### config.mk
export PLATFORM = sky130hd
export DESIGN_NAME = text_lcd_cursor_writer
export DESIGN_NICKNAME = d
export VERILOG_FILES = /design/src/hw/rtl/tlcd_pkg.sv /design/src/hw/rtl/tlcd_cursor.sv /design/src/hw/rtl/tlcd_nibble_out.sv /design/src/hw/rtl/text_lcd_cursor_writer.sv
export VERILOG_INCLUDE_DIRS = /design/src /design/src/hw/rtl
export SDC_FILE = /design/constraint.sdc
export NUM_CORES = 1
export LEC_CHECK = 0
export ABC_AREA = 1
export BUFFER_PORTS_ARGS = -buffer_cell sky130_fd_sc_hd__buf_4
export CAP_MARGIN = 15
export CORE_UTILIZATION = 43
export CTS_BUF_LIST = sky130_fd_sc_hd__clkbuf_16
export DETAILED_ROUTE_END_ITERATION = 8
export GPL_TIMING_DRIVEN = 0
export PLACE_DENSITY = 0.64
export RECOVER_POWER = 100
export SYNTH_ARGS = -nofsm -noshare
export SYNTH_HDL_FRONTEND = slang
export SYNTH_SLANG_ARGS = --single-unit
### constraint.sdc
create_clock -name clk -period 2.53 [get_ports clk]
set_input_delay 0.3795 -clock clk [delete_from_list [all_inputs] [get_ports clk]]
set_output_delay 0.3795 -clock clk [all_outputs]
set_load 0.01 [all_outputs]
### src/hw/rtl/text_lcd_cursor_writer_assert.svh
// assertion macros for the rtl files, included by tlcd_nibble_out
// each assertion is clocked on clk and held off while rst_n is low
`ifndef TEXT_LCD_CURSOR_WRITER_ASSERT_SVH
`define TEXT_LCD_CURSOR_WRITER_ASSERT_SVH

`ifndef SYNTH
`define TLCD_ASSERT(lbl, prop) \
    lbl: assert property (@(posedge clk) disable iff (!rst_n) prop) \
        else $error("tlcd assertion failed");
`define TLCD_ASSERT_NEVER(lbl, expr) \
    lbl: assert property (@(posedge clk) disable iff (!rst_n) !(expr)) \
        else $error("tlcd forbidden condition seen");
`else
`define TLCD_ASSERT(lbl, prop)
`define TLCD_ASSERT_NEVER(lbl, expr)
`endif

`endif

### src/hw/rtl/tlcd_pkg.sv
package tlcd_pkg;

    // field widths
    localparam int ACTION_W = 2;
    localparam int CHAR_W   = 8;
    localparam int COL_W    = 5;
    localparam int ROW_W    = 2;
    localparam int PANEL_W  = 2;
    localparam int NIB_W    = 4;

    // action codes
    localparam logic [ACTION_W-1:0] ACTION_PUT   = 2'd0;
    localparam logic [ACTION_W-1:0] ACTION_MOVE  = 2'd1;
    localparam logic [ACTION_W-1:0] ACTION_CLEAR = 2'd2;

    // panel types
    localparam logic [PANEL_W-1:0] PANEL_16X2     = 2'd0;
    localparam logic [PANEL_W-1:0] PANEL_16X2_ALT = 2'd1;
    localparam logic [PANEL_W-1:0] PANEL_20X2     = 2'd2;
    localparam logic [PANEL_W-1:0] PANEL_20X4     = 2'd3;

    localparam logic [CHAR_W-1:0] NEWLINE_CODE = 8'h0a;
    localparam logic [CHAR_W-1:0] CMD_CLEAR    = 8'h01;

    // one input word
    typedef struct packed {
        logic [ACTION_W-1:0] action;
        logic [CHAR_W-1:0]   char_code;
        logic [COL_W-1:0]    target_column;
        logic [ROW_W-1:0]    target_row;
    } item_t;

    // bytes to be sent for one word
    typedef struct packed {
        logic              emits;
        logic              two_only;
        logic [CHAR_W-1:0] first_byte;
        logic [CHAR_W-1:0] second_byte;
    } packet_t;

    // panel width in columns
    function automatic logic [COL_W-1:0] panel_columns(input logic [PANEL_W-1:0] ptype);
        logic [COL_W-1:0] n;
        n = 5'd16;
        if (ptype == PANEL_20X2 || ptype == PANEL_20X4)
        begin
            n = 5'd20;
        end
        return n;
    endfunction

    // panel height in rows
    function automatic logic [ROW_W:0] panel_rows(input logic [PANEL_W-1:0] ptype);
        logic [ROW_W:0] n;
        n = 3'd2;
        if (ptype == PANEL_20X4)
        begin
            n = 3'd4;
        end
        return n;
    endfunction

    // set-address command for column zero of a row, modulo 256
    function automatic logic [CHAR_W-1:0] row_base(input logic [PANEL_W-1:0] ptype,
                                                  input logic [ROW_W-1:0]   row);
        logic [CHAR_W-1:0] b;
        b = 8'h80;
        unique case (ptype) inside
            PANEL_20X4:
            begin
                unique case (row)
                    2'd0: b = 8'h80;
                    2'd1: b = 8'hc0;
                    2'd2: b = 8'h94;
                    2'd3: b = 8'hd4;
                    default: b = 8'h80;
                endcase
            end
            PANEL_16X2_ALT:
            begin
                // row stride of 40
                unique case (row)
                    2'd0: b = 8'h80;
                    2'd1: b = 8'ha8;
                    2'd2: b = 8'hd0;
                    2'd3: b = 8'hf8;
                    default: b = 8'h80;
                endcase
            end
            PANEL_16X2, PANEL_20X2:
            begin
                // row stride of 0x40
                unique case (row)
                    2'd0: b = 8'h80;
                    2'd1: b = 8'hc0;
                    2'd2: b = 8'h00;
                    2'd3: b = 8'h40;
                    default: b = 8'h80;
                endcase
            end
            default: b = 8'h80;
        endcase
        return b;
    endfunction

endpackage

### src/hw/rtl/tlcd_cursor.sv
module tlcd_cursor (
    input  logic                            clk,
    input  logic                            rst_n,
    input  logic                            cfg_write_enable,
    input  logic [tlcd_pkg::PANEL_W-1:0]    cfg_write_data,
    input  tlcd_pkg::item_t                 item,
    input  logic                            fire,
    output tlcd_pkg::packet_t               packet
);
    import tlcd_pkg::*;

    logic [PANEL_W-1:0] panel_type_reg;
    logic [COL_W-1:0]   col_reg;
    logic [COL_W-1:0]   col_next;
    logic [ROW_W-1:0]   row_reg;
    logic [ROW_W-1:0]   row_next;

    logic [COL_W-1:0]   ncols;
    logic [ROW_W:0]     nrows;
    logic [ROW_W:0]     rows_m1;
    logic [COL_W:0]     col_inc;
    logic [ROW_W:0]     row_inc;
    logic [ROW_W-1:0]   row_wrap;
    logic [CHAR_W-1:0]  addr;
    logic               is_newline;

    // panel geometry
    assign ncols   = panel_columns(panel_type_reg);
    assign nrows   = panel_rows(panel_type_reg);
    assign rows_m1 = nrows - 3'd1;

    // cursor stepping
    assign col_inc    = {1'b0, col_reg} + 6'd1;
    assign row_inc    = {1'b0, row_reg} + 3'd1;
    assign row_wrap   = (row_inc >= nrows) ? '0 : row_inc[ROW_W-1:0];
    assign addr       = row_base(panel_type_reg, row_reg) + {3'b000, col_reg};
    assign is_newline = (item.char_code == NEWLINE_CODE);

    // next cursor and outgoing bytes
    always_comb
    begin
        col_next           = col_reg;
        row_next           = row_reg;
        packet.emits       = 1'b0;
        packet.two_only    = 1'b0;
        packet.first_byte  = addr;
        packet.second_byte = item.char_code;
        case (item.action)
            ACTION_PUT:
            begin
                if (is_newline)
                begin
                    col_next = '0;
                    row_next = row_wrap;
                end
                else
                begin
                    packet.emits = 1'b1;
                    if (col_inc >= {1'b0, ncols})
                    begin
                        col_next = '0;
                        row_next = row_wrap;
                    end
                    else
                    begin
                        col_next = col_inc[COL_W-1:0];
                    end
                end
            end
            ACTION_MOVE:
            begin
                col_next = (item.target_column >= ncols) ? ncols - 5'd1 : item.target_column;
                row_next = ({1'b0, item.target_row} >= nrows) ? rows_m1[ROW_W-1:0]
                                                              : item.target_row;
            end
            ACTION_CLEAR:
            begin
                packet.emits      = 1'b1;
                packet.two_only   = 1'b1;
                packet.first_byte = CMD_CLEAR;
                col_next          = '0;
                row_next          = '0;
            end
            default:
            begin
                col_next = col_reg;
                row_next = row_reg;
            end
        endcase
    end

    // cursor and panel registers
    always_ff @(posedge clk or negedge rst_n)
    begin
        if (!rst_n)
        begin
            panel_type_reg <= PANEL_16X2;
            col_reg        <= '0;
            row_reg        <= '0;
        end
        else
        begin
            if (cfg_write_enable)
            begin
                panel_type_reg <= cfg_write_data;
            end
            if (fire)
            begin
                col_reg <= col_next;
                row_reg <= row_next;
            end
        end
    end

endmodule

### src/hw/rtl/tlcd_nibble_out.sv
`include "text_lcd_cursor_writer_assert.svh"

module tlcd_nibble_out (
    input  logic                         clk,
    input  logic                         rst_n,
    input  logic                         load,
    input  tlcd_pkg::packet_t            packet,
    output logic                         can_load,
    output logic                         out_valid,
    input  logic                         out_ready,
    output logic                         register_select,
    output logic [tlcd_pkg::NIB_W-1:0]   nibble,
    output logic                         long_wait,
    output logic                         last
);
    import tlcd_pkg::*;

    logic              busy_reg;
    logic              busy_next;
    logic [1:0]        idx_reg;
    logic [1:0]        idx_next;
    logic              two_only_reg;
    logic [CHAR_W-1:0] first_reg;
    logic [CHAR_W-1:0] second_reg;
    logic [1:0]        final_idx;
    logic [CHAR_W-1:0] cur_byte;
    logic              is_last;
    logic              done;

    // nibble selection: bytes in order, high half first
    assign final_idx       = two_only_reg ? 2'd1 : 2'd3;
    assign is_last         = (idx_reg == final_idx);
    assign cur_byte        = idx_reg[1] ? second_reg : first_reg;
    assign nibble          = idx_reg[0] ? cur_byte[3:0] : cur_byte[7:4];
    assign register_select = idx_reg[1];
    assign long_wait       = two_only_reg && is_last;
    assign last            = is_last;
    assign out_valid       = busy_reg;

    // a new word may enter as the final nibble leaves
    assign done     = busy_reg && out_ready && is_last;
    assign can_load = !busy_reg || done;

    // sequencer next state
    always_comb
    begin
        busy_next = busy_reg;
        idx_next  = idx_reg;
        if (load)
        begin
            busy_next = 1'b1;
            idx_next  = '0;
        end
        else if (busy_reg && out_ready)
        begin
            if (is_last)
            begin
                busy_next = 1'b0;
            end
            else
            begin
                idx_next = idx_reg + 2'd1;
            end
        end
    end

    always_ff @(posedge clk or negedge rst_n)
    begin
        if (!rst_n)
        begin
            busy_reg <= 1'b0;
            idx_reg  <= '0;
        end
        else
        begin
            busy_reg <= busy_next;
            idx_reg  <= idx_next;
        end
    end

    // byte holding registers
    always_ff @(posedge clk)
    begin
        if (load)
        begin
            two_only_reg <= packet.two_only;
            first_reg    <= packet.first_byte;
            second_reg   <= packet.second_byte;
        end
    end

    // checks
    `TLCD_ASSERT(a_clear_short, (busy_reg && two_only_reg) |-> !idx_reg[1])
    `TLCD_ASSERT(a_wait_on_last, (busy_reg && long_wait) |-> last)
    `TLCD_ASSERT(a_data_not_clear, (busy_reg && register_select) |-> !two_only_reg)
    `TLCD_ASSERT(a_drain_idle, (done && !load) |=> !busy_reg)
    `TLCD_ASSERT_NEVER(a_load_when_busy, load && !can_load)

endmodule

### src/hw/rtl/text_lcd_cursor_writer.sv
// Character panel writer, 4-bit bus form.
// Input channel (in_valid/in_ready): one word carries action, char_code,
// target_column and target_row. Put sends a set-address byte then the data
// byte, clear sends the clear command, move and newline only shift the cursor.
// Output channel (out_valid/out_ready): one nibble per word, high half first,
// with register_select, long_wait on the final nibble of a clear, and last on
// the final nibble of each input word.
// Configuration: cfg_write_enable writes cfg_write_data into panel_type at once.
// With the sequencer free, a taken input word moves from the input register into
// the sequencer's byte registers, and its first nibble is then on the output.
// Output use: a put sends four nibbles, a clear two; the nibble
// sequencer is the limit and loads the next word as the final nibble leaves.
// Words without output (move, newline, unused action) pass at one per cycle.
// Reset: cursor at column 0 row 0, panel_type 0, both channels empty.
// Output stall: the current nibble holds; one further input word waits in the
// input register, after which in_ready falls.
module text_lcd_cursor_writer (
    input  logic                            clk,
    input  logic                            rst_n,
    input  logic                            cfg_write_enable,
    input  logic [tlcd_pkg::PANEL_W-1:0]    cfg_write_data,
    input  logic                            in_valid,
    output logic                            in_ready,
    input  logic [tlcd_pkg::ACTION_W-1:0]   action,
    input  logic [tlcd_pkg::CHAR_W-1:0]     char_code,
    input  logic [tlcd_pkg::COL_W-1:0]      target_column,
    input  logic [tlcd_pkg::ROW_W-1:0]      target_row,
    output logic                            out_valid,
    input  logic                            out_ready,
    output logic                            register_select,
    output logic [tlcd_pkg::NIB_W-1:0]      nibble,
    output logic                            long_wait,
    output logic                            last
);
    import tlcd_pkg::*;

    logic     in_full_reg;
    logic     in_full_next;
    item_t    item_reg;
    packet_t  packet;
    logic     can_load;
    logic     advance;
    logic     accept;

    // input register handshake
    assign advance      = in_full_reg && (!packet.emits || can_load);
    assign in_ready     = !in_full_reg || advance;
    assign accept       = in_valid && in_ready;
    assign in_full_next = accept || (in_full_reg && !advance);

    always_ff @(posedge clk or negedge rst_n)
    begin
        if (!rst_n)
        begin
            in_full_reg <= 1'b0;
        end
        else
        begin
            in_full_reg <= in_full_next;
        end
    end

    always_ff @(posedge clk)
    begin
        if (accept)
        begin
            item_reg.action        <= action;
            item_reg.char_code     <= char_code;
            item_reg.target_column <= target_column;
            item_reg.target_row    <= target_row;
        end
    end

    // cursor tracking and byte build
    tlcd_cursor u_cursor (
        .clk              (clk),
        .rst_n            (rst_n),
        .cfg_write_enable (cfg_write_enable),
        .cfg_write_data   (cfg_write_data),
        .item             (item_reg),
        .fire             (advance),
        .packet           (packet)
    );

    // nibble sequencer and output register
    tlcd_nibble_out u_nibble_out (
        .clk             (clk),
        .rst_n           (rst_n),
        .load            (advance && packet.emits),
        .packet          (packet),
        .can_load        (can_load),
        .out_valid       (out_valid),
        .out_ready       (out_ready),
        .register_select (register_select),
        .nibble          (nibble),
        .long_wait       (long_wait),
        .last            (last)
    );

endmodule

==> results.sh <==
export IMPL_start_util_pct=45.6
export IMPL_yosys_top_cells_area="edfxtp_1 40%, dfrtp_1 13%, nand2_1 8.3%, ha_1 7.8%, inv_1 5.5%"
export IMPL_gp_congestion=0.804
export IMPL_ys_seq_area_share_pct=52.4
export IMPL_cts_buffers=5
export IMPL_grt_util_all_layers_pct=16.3
export IMPL_tightest_slew_ns=0.803
export IMPL_leakage_nw=1.40
export IMPL_vdd_drop_max_v=0.000522
export IMPL_hold_worst_slack_ns=0.296
export IMPL_drt_iter0_drc=116
export IMPL_areaGrowthSynthToFinish_pct=17.4
export IMPL_worst_r2r_startpoint="u_cursor.row_reg[1]"
export IMPL_cap_violations=0
export IMPL_num_rows=27
export IMPL_post_dp_hpwl_mm=3.58
export IMPL_post_drt_wl_per_cell_microns=12.1
export IMPL_wirelength_mm=4.70
export IMPL_period_needed_ns=2.30
export IMPL_rsz0062_at_grt="false"
export IMPL_status="complete, no violations"
export IMPL_timing_final_crit_share_pct=90.9
export IMPL_hold_depth=1
export IMPL_cts_tree="done"
export IMPL_power_mw=2.67
export IMPL_clk_insertion_delay_late_ns=0.28
export IMPL_fmax_mhz=435
export IMPL_core_sq_mm=0.00564
export IMPL_power_density_mw_per_mm2=883
export IMPL_finalHoldViolCount=0
export IMPL_cts_sinks=47
export IMPL_diodes=0
export IMPL_grt_pass1_vias=1760
export IMPL_cts_buffer_depth=2
export IMPL_grt_max_degree=18
export IMPL_crit_type="reg2reg"
export IMPL_slew_viol_final=0
export IMPL_setup_violations=0
export IMPL_crit_required_ns=2.66
export IMPL_rr_worst_depth=11
export IMPL_vias_per_cell=4.82
export IMPL_synthTopCellsByCount="57 x nand2_1, 38 x inv_1, 34 x edfxtp_1, 32 x nor2_1, 24 x o21ai_0"
export IMPL_final_util_pct=53.5
export IMPL_synth_seq_cells=47
export IMPL_critPathMaxFanout=4
export IMPL_drc=0
export IMPL_min_delay_path_class="in2reg"
export IMPL_synth_most_common_cell="nand2_1"
export IMPL_synth_ff_type="edfxtp_1"
export IMPL_vias=1866
export IMPL_synth_area_leader_cell="edfxtp_1"
export IMPL_hold_start="target_row[1]"
export IMPL_cp_end_kind="flop"
export IMPL_final_antenna_net_count=0
export IMPL_cts_htree_levels=2
export IMPL_largest_reg_flops=17
export IMPL_ys_warn_count=0
export IMPL_synthCells=273
export IMPL_syn_num_nets=315
export IMPL_io_buffer_count=32
export IMPL_nets=356
export IMPL_drive_gt1_share_pct=14.9
export IMPL_dr_pass1_iters=4
export IMPL_fill_cells=522
export IMPL_synth_edf_count=34
export IMPL_syn_area_sq_mm=0.00257
export IMPL_ios=33
export IMPL_skew_ns=0.00549
export IMPL_grt_pass1_wl_mm=7.76
export IMPL_die_y_microns=79.3
export IMPL_min_to="item_reg[1]"
export IMPL_synth_top_cell_area_share_pct=39.7
export IMPL_die_w_microns=79.3
export IMPL_grt_overflow=0
export IMPL_slew_headroom_pct=46.5
export IMPL_r2r_setup_slack_ns=0.23
export IMPL_synth_avg_cell_area_sq_um=9.42
export IMPL_fin_tns_setup_ns=0
export IMPL_die_area_sq_mm=0.00629
export IMPL_clk_pin_slew_ns=0.06
export IMPL_async_reset_ff_share_pct=27.7
export IMPL_cts_root_buf="clkbuf_16"
export IMPL_r2r_end="u_nibble_out.first_reg[5]"
export IMPL_arrival_ns=2.43
export IMPL_critPathLaunchType="flop"
export IMPL_antenna_found_initial=0
export IMPL_yosys_cell_types_count=34
-- worst max-delay path, cell delays in order (launching register included) --
cell      delay, ns
dfrtp_1        0.37
inv_1          0.10
ha_1           0.20
o21ai_0        0.27
nor2_2         0.10
clkbuf_4       0.14
ha_1           0.26
nand2_1        0.06
nor2_1         0.04
a211oi_1       0.31
o21ai_0        0.13
a21oi_1        0.15
-- per-layer routing --
metal / global-route usage (%) / part of all wire, % / up-vias
met5: 0 / 0 / -
met4: 4.36 / 0.47 / 0
met3: 2.76 / 3.4 / 2
met2: 28.3 / 49 / 29
met1: 20.8 / 48 / 857
li1: - / - / 978
-- cell usage in the layout (no fill, tap or decap), drive strengths merged, types with 4 or more instances in the layout --
| cell | Yosys | final |
|---|---|---|
| clkbuf | 1 | 32 |
| edfxtp | 34 | 34 |
| ha | 16 | 16 |
| buf | 1 | 8 |
| nor2 | 35 | 35 |
| a21oi | 5 | 5 |
| inv | 41 | 42 |
| nand3 | 13 | 13 |
| o22ai | 4 | 4 |
| dfrtp | 13 | 13 |
| nand4 | 4 | 4 |
| o21ai | 24 | 24 |
| nand2 | 66 | 66 |
-- cell families after synthesis --
logic type | after synthesis | share of synthesized area, %
buffers and inverters | 43 | 6.67
AO/OA/AOI/OAI | 40 | 8.81
XOR/XNOR | 3 | 1.02
adder cells (fa/ha/maj) | 18 | 9.34
AND/OR/NAND/NOR | 122 | 21.8
flip-flops | 47 | 52.4
-- per-stage QoR --
step	std cells	instance area [sq um]	setup WS, ns
after floorplan	273	2570	0.464
after global placement	377	2900	0.300
after detailed placement	377	2900	0.244
after CTS	386	3050	0.232
after global routing	387	3020	0.0108
final	387	3020	0.229
-- worst max path at each step --
stage / slack (ns) / startpoint / to
floorplan: 0.46 / u_cursor.row_reg[0] / u_nibble_out.first_reg[6]
global placement: 0.30 / u_cursor.row_reg[0] / u_nibble_out.first_reg[6]
detailed placement: 0.24 / u_cursor.row_reg[0] / u_nibble_out.first_reg[6]
CTS: 0.23 / u_cursor.row_reg[0] / u_nibble_out.first_reg[6]
global route: 0.01 / u_cursor.row_reg[1] / u_nibble_out.first_reg[5]
finish: 0.23 / u_cursor.row_reg[1] / u_nibble_out.first_reg[5]
-- final cells by class --
cell class              instances  area [sq um]  area share (%)
inverters                      41           156            5.18
repair buffers                 34           228            7.54
clock buffers                   5           125            4.14
clock inverters                 3          16.3           0.539
flip-flops and latches         47          1350            44.6
plain buffers                   2          15.0           0.497
multi-input cells             183          1040            34.5
well taps                      72          90.1            2.98
-- report_power, final --
group / switching, mW / internal [mW] / leakage (nW)
Combinational: 0.558 / 0.340 / 0.837
Clock: 0.265 / 0.361 / 0.0726
Sequential: 0.134 / 1.01 / 0.488
Total: 0.956 / 1.71 / 1.40
-- timing repair --
action,4_1_cts,5_1_grt
hold buffers,1,0
buffers inserted,0,1
gates resized for setup,0,1
endpoints found under the hold margin,13,0
setup endpoints to repair,0,1
No activity file was read; power rests on OpenSTA's default activity.
